### src/sv/rsrm_pkg.sv
// ----------------------------------------------------------------------------
// rsrm_pkg
// Shared types and constants for the record-size run map.
// ----------------------------------------------------------------------------
package rsrm_pkg;

    localparam int MAX_RUNS  = 16;
    localparam int RUN_AW    = (MAX_RUNS > 1) ? $clog2(MAX_RUNS) : 1;
    localparam int CNT_W     = $clog2(MAX_RUNS + 1);
    localparam int REC_W     = 31;
    localparam int SIZE_W    = 24;
    localparam int RUNS_W    = 5;

    localparam logic [SIZE_W-1:0] RESET_DEFAULT_SIZE = SIZE_W'(32 * 1024);

    localparam logic REQ_LOOKUP = 1'b0;
    localparam logic REQ_UPDATE = 1'b1;

    typedef struct packed {
        logic [REC_W-1:0]  first;
        logic [REC_W-1:0]  last;
        logic [SIZE_W-1:0] bytes;
    } t_run;

    localparam int RUN_W = $bits(t_run);

    typedef enum logic [2:0] {
        S_IDLE   = 3'b001,
        S_SCAN   = 3'b010,
        S_APPEND = 3'b100
    } t_state;

endpackage

### src/sv/rsrm_ram.sv
// ----------------------------------------------------------------------------
// rsrm_ram
// Simple dual-port RAM: one write port, one read port with registered data.
// ----------------------------------------------------------------------------
module rsrm_ram #(
    parameter int DEPTH = 16,
    parameter int WIDTH = 8,
    parameter int AW    = (DEPTH > 1) ? $clog2(DEPTH) : 1
) (
    input  logic             i_clk,
    input  logic             i_we,
    input  logic [AW-1:0]    i_waddr,
    input  logic [WIDTH-1:0] i_wdata,
    input  logic             i_re,
    input  logic [AW-1:0]    i_raddr,
    output logic [WIDTH-1:0] o_rdata
);

    logic [WIDTH-1:0] r_mem [DEPTH];
    logic [WIDTH-1:0] r_rdata;

    always_ff @(posedge i_clk) begin
        if (i_we) begin
            r_mem[i_waddr] <= i_wdata;
        end
    end

    always_ff @(posedge i_clk) begin
        if (i_re) begin
            r_rdata <= r_mem[i_raddr];
        end
    end

    assign o_rdata = r_rdata;

endmodule

### src/sv/record_size_run_map.sv
// A lookup on an empty list answers straight from S_IDLE; otherwise the run
// table is scanned in S_SCAN (one run table read per cycle), and an update
// that appends a run passes through S_APPEND (an update on an empty list goes
// straight from S_IDLE to S_APPEND). One request at a time.
// The result strobe is high for one cycle; the receiver cannot stall.
// Reset: synchronous active-low; run list empties, default size = 32768.
// ----------------------------------------------------------------------------
// record_size_run_map
// Sorted run list of record sizes kept in a RAM; lookup and update sequencer.
// ----------------------------------------------------------------------------
module record_size_run_map import rsrm_pkg::*; (
    input  logic              i_clk,
    input  logic              i_rst_n,
    input  logic              start,
    output logic              busy,
    input  logic              i_req_type,
    input  logic [REC_W-1:0]  i_record_index,
    input  logic [SIZE_W-1:0] i_record_bytes,
    input  logic              i_cfg_valid,
    output logic              o_cfg_ready,
    input  logic [SIZE_W-1:0] i_cfg_default_size,
    output logic              o_strobe,
    output logic [SIZE_W-1:0] o_size_out,
    output logic              o_from_table,
    output logic              o_overflow,
    output logic [RUNS_W-1:0] o_runs_used
);

    t_state             r_state,   n_state;
    logic [RUN_AW-1:0]  r_idx,     n_idx;
    logic [CNT_W-1:0]   r_count,   n_count;
    logic [SIZE_W-1:0]  r_default;
    logic               r_req_type, n_req_type;
    logic [REC_W-1:0]   r_rec,     n_rec;
    logic [SIZE_W-1:0]  r_bytes,   n_bytes;
    logic               r_strobe,  n_strobe;
    logic [SIZE_W-1:0]  r_size,    n_size;
    logic               r_from,    n_from;
    logic               r_ovf,     n_ovf;

    logic               ram_we;
    logic [RUN_AW-1:0]  ram_waddr;
    t_run               ram_wdata;
    logic               ram_re;
    logic [RUN_AW-1:0]  ram_raddr;
    logic [RUN_W-1:0]   ram_rdata;
    t_run               cur;

    logic [CNT_W-1:0]   idx_next;
    logic               at_end;
    logic               upd_hit;
    logic [CNT_W-1:0]   eff_count;

    rsrm_ram #(
        .DEPTH (MAX_RUNS),
        .WIDTH (RUN_W)
    ) u_ram (
        .i_clk   (i_clk),
        .i_we    (ram_we),
        .i_waddr (ram_waddr),
        .i_wdata (ram_wdata),
        .i_re    (ram_re),
        .i_raddr (ram_raddr),
        .o_rdata (ram_rdata)
    );

    assign cur      = t_run'(ram_rdata);
    assign idx_next = CNT_W'(r_idx) + CNT_W'(1);
    assign at_end   = (idx_next >= r_count);
    // update covers record one past the run's end as well
    assign upd_hit  = ({1'b0, r_rec} <= ({1'b0, cur.last} + (REC_W+1)'(1)));
    assign eff_count = (i_req_type == REQ_UPDATE && i_record_index == '0) ? '0 : r_count;

    always_comb begin
        n_state    = r_state;
        n_idx      = r_idx;
        n_count    = r_count;
        n_req_type = r_req_type;
        n_rec      = r_rec;
        n_bytes    = r_bytes;
        n_strobe   = 1'b0;
        n_size     = r_size;
        n_from     = r_from;
        n_ovf      = r_ovf;
        ram_we     = 1'b0;
        ram_waddr  = r_idx;
        ram_wdata  = '{first: r_rec, last: r_rec, bytes: r_bytes};
        ram_re     = 1'b0;
        ram_raddr  = idx_next[RUN_AW-1:0];

        unique case (r_state)
            S_IDLE: begin
                if (start) begin
                    n_req_type = i_req_type;
                    n_rec      = i_record_index;
                    n_bytes    = i_record_bytes;
                    n_count    = eff_count;
                    n_idx      = '0;
                    if (eff_count == '0) begin
                        if (i_req_type == REQ_LOOKUP) begin
                            n_strobe = 1'b1;
                            n_size   = r_default;
                            n_from   = 1'b0;
                            n_ovf    = 1'b0;
                        end else begin
                            n_state = S_APPEND;
                        end
                    end else begin
                        ram_re    = 1'b1;
                        ram_raddr = '0;
                        n_state   = S_SCAN;
                    end
                end
            end
            S_SCAN: begin
                if (r_req_type == REQ_LOOKUP) begin
                    if (r_rec <= cur.last) begin
                        n_strobe = 1'b1;
                        n_size   = cur.bytes;
                        n_from   = 1'b1;
                        n_ovf    = 1'b0;
                        n_state  = S_IDLE;
                    end else if (at_end) begin
                        n_strobe = 1'b1;
                        n_size   = r_default;
                        n_from   = 1'b0;
                        n_ovf    = 1'b0;
                        n_state  = S_IDLE;
                    end else begin
                        ram_re = 1'b1;
                        n_idx  = idx_next[RUN_AW-1:0];
                    end
                end else begin
                    if (upd_hit) begin
                        ram_we    = 1'b1;
                        ram_waddr = r_idx;
                        n_count   = idx_next;
                        if (r_rec == cur.first || r_bytes == cur.bytes) begin
                            // rewrite the covering run in place
                            ram_wdata = '{first: cur.first, last: r_rec, bytes: r_bytes};
                            n_strobe  = 1'b1;
                            n_size    = r_bytes;
                            n_from    = 1'b0;
                            n_ovf     = 1'b0;
                            n_state   = S_IDLE;
                        end else begin
                            // trim: run ends just before the record
                            ram_wdata = '{first: cur.first, last: r_rec - REC_W'(1),
                                          bytes: cur.bytes};
                            n_state   = S_APPEND;
                        end
                    end else if (at_end) begin
                        n_state = S_APPEND;
                    end else begin
                        ram_re = 1'b1;
                        n_idx  = idx_next[RUN_AW-1:0];
                    end
                end
            end
            S_APPEND: begin
                n_strobe = 1'b1;
                n_size   = r_bytes;
                n_from   = 1'b0;
                n_state  = S_IDLE;
                if (r_count >= CNT_W'(MAX_RUNS)) begin
                    n_ovf = 1'b1;
                end else begin
                    n_ovf     = 1'b0;
                    ram_we    = 1'b1;
                    ram_waddr = r_count[RUN_AW-1:0];
                    ram_wdata = '{first: r_rec, last: r_rec, bytes: r_bytes};
                    n_count   = r_count + CNT_W'(1);
                end
            end
            default: begin
                n_state = S_IDLE;
            end
        endcase
    end

    always_ff @(posedge i_clk) begin
        if (!i_rst_n) begin
            r_state   <= S_IDLE;
            r_count   <= '0;
            r_strobe  <= 1'b0;
            r_default <= RESET_DEFAULT_SIZE;
        end else begin
            r_state  <= n_state;
            r_count  <= n_count;
            r_strobe <= n_strobe;
            if (i_cfg_valid) begin
                r_default <= i_cfg_default_size;
            end
        end
    end

    always_ff @(posedge i_clk) begin
        r_idx      <= n_idx;
        r_req_type <= n_req_type;
        r_rec      <= n_rec;
        r_bytes    <= n_bytes;
        r_size     <= n_size;
        r_from     <= n_from;
        r_ovf      <= n_ovf;
    end

    assign busy         = (r_state != S_IDLE);
    assign o_cfg_ready  = 1'b1;
    assign o_strobe     = r_strobe;
    assign o_size_out   = r_size;
    assign o_from_table = r_from;
    assign o_overflow   = r_ovf;
    assign o_runs_used  = RUNS_W'(r_count);

endmodule
### config.mk
export PLATFORM = sky130hd
export DESIGN_NAME = record_size_run_map
export DESIGN_NICKNAME = d
export VERILOG_FILES = /design/src/sv/rsrm_pkg.sv /design/src/sv/rsrm_ram.sv /design/src/sv/record_size_run_map.sv
export SDC_FILE = /design/constraint.sdc
export NUM_CORES = 2
export LEC_CHECK = 0
export BUFFER_PORTS_ARGS = -buffer_cell sky130_fd_sc_hd__clkbuf_2
export CORE_UTILIZATION = 45
export DETAILED_ROUTE_END_ITERATION = 10
export GPL_TIMING_DRIVEN = 1
export HOLD_SLACK_MARGIN = 0.05
export MAX_ROUTING_LAYER = met4
export PLACE_DENSITY = 0.61
export SKIP_CTS_REPAIR_TIMING = 1
export SLEW_MARGIN = 20
export SYNTH_ARGS = -nofsm -noshare
export SYNTH_HDL_FRONTEND = slang
export SYNTH_SLANG_ARGS = --single-unit
export TNS_END_PERCENT = 100
### constraint.sdc
create_clock -name i_clk -period 8.12 [get_ports i_clk]
set_clock_uncertainty 0.15 [all_clocks]
set_input_delay 0.812 -clock i_clk [delete_from_list [all_inputs] [get_ports i_clk]]
set_output_delay 0.812 -clock i_clk [all_outputs]
set_load 0.05 [all_outputs]
# Word-level counts from Yosys, hierarchy flattened
# Memories as Yosys holds them, arrays and structs flattened. A register that Yosys moved wholly into a read port is not among the register bits.
# Index checks and enable logic that the tools add are counted.
# classes
add_sub_neg	4
magnitude_cmp	4
n_eq_ne	19
mux	75
n_reduce_logical	11
# ops
op	count
86-bit 2-to-1 mux	3
24-bit 2-to-1 mux	8
24-bit one-hot mux with 3 select lines	1
55-bit 2-to-1 mux	1
4-bit 2-to-1 mux	10
31-bit by 1-bit adder with 32-bit output (second input constant)	1
31-bit by 32-bit <= comparator with 1-bit output	1
31-bit == test	1
31-bit <= comparator	1
31-bit zero test	1
31-bit by 1-bit subtractor with 31-bit output (second input constant)	1
1-bit 2-to-1 mux	30
3-bit 2-to-1 mux	9
5-bit 2-to-1 mux	5
24-bit == test	1
3-bit != test (second input constant)	5
5-bit one-hot mux with 3 select lines	1
2-bit != test (second input constant)	6
1-bit one-hot mux with 3 select lines	3
4-bit != test (second input constant)	2
4-bit one-hot mux with 2 select lines	1
4-bit AND reduction	2
7-bit AND reduction	1
3-bit one-hot mux with 2 select lines	1
other kinds (16)	17
# word_totals
register_bits	119
ram_bits	1376
input_bits	84
output_inout_bits	34
wordCells	125
memories	1
# mem_list
name	words	width	rd	rd_clocked_by_memory_dff	write_ports	line	rtl
u_ram.r_mem	16	86	1	1	1	rsrm_ram.sv:19	logic [WIDTH-1:0] r_mem [DEPTH];

# Logic depth before layout (Yosys ltp)
# depth
word_depth	7
ltp_mapped	20
mapped_depth_nobuf	18

# Cells and area by module
# Synthesis repeated with hierarchy kept, for this count alone.
# hier_totals
hier_cells	3214
area_unflattened_um2	62899.1
# modules_own_cells
module	n_inst	cells_per_inst	area_each_um2	seq_area_each_um2
rsrm_ram	1	2206	54003.0	43902.1
record_size_run_map	1	1008	8896.0	3243.1

# Least setup slack after synthesis
# OpenSTA, ideal clock, no wires.
# synth_timing
kind	register to register
startpoint	reg u_ram.r_rdata[24], in the netlist u_ram.o_rdata[24], read port of u_ram.r_mem
endpoint	mem u_ram.r_mem[7][0] (netlist bit), enable pin
setup_time_ps	532
arrival_time_ps	7073
required_time_ps	7438
setup_slack_ps	365
path_stages_with_launch	19
n_path_buf	0
period_less_slack_ps	7755
path_cell_list	edfxtp_1 > ha_1 > nand3_1 > nor3_1 > nand2_1 > nor2_1 > nand2_1 > nor2_1 > nand3_1 > xnor2_1 > ha_1 > nand3_1 > nor4_1 > nand4_1 > o21a_1 > o21ai_1 > nand2_1 > o32a_1 > nor2_1
# synth_via
elab_chain_cells	7
# synth_rtl
item	line	rtl
start: declaration	rsrm_ram.sv:20	logic [WIDTH-1:0] r_rdata;
31-bit by 1-bit adder with 32-bit output	record_size_run_map.sv:71	assign upd_hit = ({1'b0, r_rec} <= ({1'b0, cur.last} + (REC_W+1)'(1)));
31-bit by 32-bit <= comparator with 1-bit output	record_size_run_map.sv:71	
1-bit 2-to-1 mux	record_size_run_map.sv:134	if (upd_hit) begin
1-bit 2-to-1 mux	record_size_run_map.sv:116	if (r_req_type == REQ_LOOKUP) begin
1-bit one-hot mux with 2 select lines	record_size_run_map.sv:91	unique case (r_state)
1-bit 2-to-1 mux	rsrm_ram.sv:23	if (i_we) begin
1-bit 2-to-1 mux (implied by the code)	rsrm_ram.sv:24	r_mem[i_waddr] <= i_wdata;
end: declaration	rsrm_ram.sv:19	
# Every way passes these cells.

==> results.py <==
metrics = {
    "floorplanning": {
        "pin_count": 118,
        "core_sq_um": 138000,
        "initial_utilization": 0.455,
        "die_w_um": 376,
        "dieArea_sq_um": 141000,
        "row_count": 136,
        "die_h_um": 376,
    },
    "drt": {
        "dr.first_iter.drc_count": 4317,
        "antenna_left": 0,
        "via_per_inst": 6.05,
        "vias": 35540,
        "drcViolationCount": 0,
        "dr.pass1.iters": 5,
        "drt_wl_total_um": 173000,
        "wire_per_inst_um": 29.5,
    },
    "timing": {
        "post-route-period-util": 0.812,
        "grt_setup_unrepaired": "no",
        "hold_viol": 0,
        "final_max_slew_viol_count": 0,
        "timing.setup.tns_ps": 0,
        "fmax_mhz": 152,
        "whs_ps": 63.0,
        "setup_viol": 0,
        "fin_crit_ps": 6600,
        "max_slew.worst_pin.slew_ps": 1130,
        "worst_slew_margin_rel": 0.242,
    },
    "critical_path": {
        "arrival_ps": 6880,
        "crit_path_end_kind": "flip-flop",
        "required_ps": 8410,
        "slowest_delay_ps": 910,
        "cp_max_fo": 33,
        "crit_chain": "ha_1 > nand3_1 > nor3_1 > nand2_1 > nor2_1 > nand2_1 > nor2_1 > nand4_1 > xnor2_1 > ha_1 > nand3_1 > nor4_1 > nand4_1 > o21a_1 > o21ai_1 > nand3_4 > nor4b_1 > xor2_1",
        "cp-start-kind": "flip-flop",
        "critical_path_buf_inv_count": 0,
        "crit_path_top_delay_cell": "xor2_1",
        "crit_family": "simple AND/OR/NAND/NOR gates",
        "critical_path_class": "reg2reg",
    },
    "grt": {
        "grt-ovfl-total": 0,
        "grt_pass1_vias": 34865,
        "grt_use_total": 0.250,
        "grt_pass1_wl_um": 246000,
        "grt_max_degree": 97,
        "antenna_found_initial": 7,
    },
    "clock_network": {
        "insertion_delay_ps": 810,
        "clk_pin_slew_worst_paths_ps": 60,
        "cts_buffer_depth": 3,
        "clk_root_buffer_cell": "clkbuf_16",
        "cts_num_sinks": 1581,
        "ctsHtreeMaxLevel": 4,
        "cts_made_buffers": 162,
        "cts_tree": "built",
    },
    "yosys": {
        "synth_nets": 3836,
        "synth_cells": 3680,
        "netlist_area_sq_um": 62800,
        "ys_seq_area_frac": 0.750,
        "syn_avg_cell_area_sq_um": 17.1,
        "ys.flop_type": "edfxtp_1",
        "ys_types": 68,
        "synth-warning-count": 0,
        "synthArstFlopShare": 0,
        "synth_edf_count": 1548,
        "ys_seq_elements": 1581,
    },
    "job": {
        "max-cap-violations": 0,
    },
    "outcome": {
        "status": "finished clean",
    },
    "placement": {
        "gp_routability_congestion": 0.918,
        "numPortBuffers": 116,
        "dp_hpwl_um": 94300,
    },
    "power_and_ir_drop": {
        "max-vdd-ir-drop_v": 0.000195,
        "powerDensity_nw_per_um2": 260,
        "power.leakage_nw": 23.2,
    },
    "finish": {
        "area_delta_synth_final_pct": 14.1,
        "fillers": 10993,
        "fin_nets": 4035,
        "drive_above_1_share": 0.155,
    },
    "min_path": {
        "hold_class": "in2reg",
    },
}
## worst reg2reg max path, stage by stage (launching register included)
cell and delay (ps):
edfxtp_1 430, ha_1 220, nand3_1 210, nor3_1 460, nand2_1 170, nor2_1 280
nand2_1 140, nor2_1 210, nand4_1 150, xnor2_1 160, ha_1 280, nand3_1 120
nor4_1 350, nand4_1 140, o21a_1 130, o21ai_1 460, nand3_4 690, nor4b_1 580
xor2_1 910
## layout make-up
cell class                 count  area, sq um  share of cell area
clock inverter                91          845              0.0118
antenna                        3         7.51            0.000105
inverter                      49          194             0.00270
clock buffer                 206         4280              0.0597
multi-input combinational   1843        15000               0.210
sequential                  1581        47100               0.657
tap                         1863         2330              0.0325
timing repair buffer         242         1870              0.0260
## layer usage
metal	global-route usage	wire, um	up-vias
met4	0.0802	4860	0
met1	0.336	72400	18324
met3	0.0504	14400	282
met2	0.384	81600	1628
met5	-	0	-
li1	-	-	15306
## state kept, by name, summed over array words and instances (netlist names), 3 cells and up
| signal | count |
|---|---|
| o_size_out | 24 |
| r_default | 24 |
| o_runs_used | 5 |
| r_rec | 31 |
| u_ram.o_rdata | 86 |
| r_state | 3 |
| r_bytes | 24 |
| u_ram.r_mem | 1376 |
| r_idx | 4 |
## final timing paths
kind	from	endpoint	slack [ps]	depth (start not counted)
max	u_ram.o_rdata[24]$_DFFE_PP_	u_ram.r_mem[1][42]$_DFFE_PP_	1520	18
min	i_record_index[7]	r_rec[7]$_DFFE_PP_	60	1
max reg2reg	u_ram.o_rdata[24]$_DFFE_PP_	u_ram.r_mem[1][42]$_DFFE_PP_	1520	18
min reg2reg	r_default[15]$_SDFFE_PN1P_	r_default[15]$_SDFFE_PN1P_	340	2
## logic make-up after synthesis
kind of cell | synth area share
and+or+nand+nor | 0.0425
xor gates and xnor gates | 0.0169
muxes | 0.0868
buffers and inverters | 0.0155
other | 0.0000597
AOI/OAI and AO/OA | 0.0737
adders and majority gates | 0.0143
DFF | 0.750
## power breakdown
part	internal, W	total (W)	switching, W	leakage [nW]
logic	0.000667	0.00214	0.00147	6.51
registers	0.00921	0.00935	0.000131	14.2
clock network	0.00407	0.00719	0.00312	2.50
total	0.0140	0.0187	0.00472	23.2
## stage by stage
stage	instance area, sq um	setup slack, ps	instances	utilization	total power [W]
2_1_floorplan	62800	365	3680	-	0.0107
3_3_place_gp	66100	1680	5539	0.479	0.0116
3_5_place_dp	66100	1600	5540	0.479	0.0116
4_1_cts	71300	1560	5837	0.516	0.0187
5_1_grt	71700	1030	5878	0.520	0.0192
6_report	71700	1520	5878	0.520	0.0187
## synthesized netlist by cell type (all sizes together) (32+ instances only)
master,count,area [sq um]
edfxtp,1548,46500
nor2,336,1260
mux2i,293,2930
o221ai,251,2200
clkbuf,189,709
o22ai,166,1040
a21oi,109,546
mux4,83,1870
ha,72,901
xnor2,66,578
mux2,58,653
xor2,55,482
nand2,53,199
inv,48,180
dfxtp,33,661
nor4,32,230
## cells in the final DEF, fill, tap and decap left out, types with 24 or more instances in the layout
cell	instances
edfxtp_1	1548
nor2_1	315
mux2i_1	293
o221ai_1	251
o22ai_1	166
clkbuf_16	164
clkbuf_2	116
a21oi_1	108
mux4_2	83
ha_1	72
buf_4	69
xnor2_1	62
mux2_2	58
xor2_1	52
nand2_1	51
inv_1	44
clkbuf_1	40
dlygate4sd3_1	38
clkinv_1	37
dfxtp_1	33
nor4_1	30
nand4_1	29
nand3_1	28
nor3_1	26
nor2b_1	26
clkinv_2	26
a221o_1	24
No activity file was read; power rests on OpenSTA's default activity.
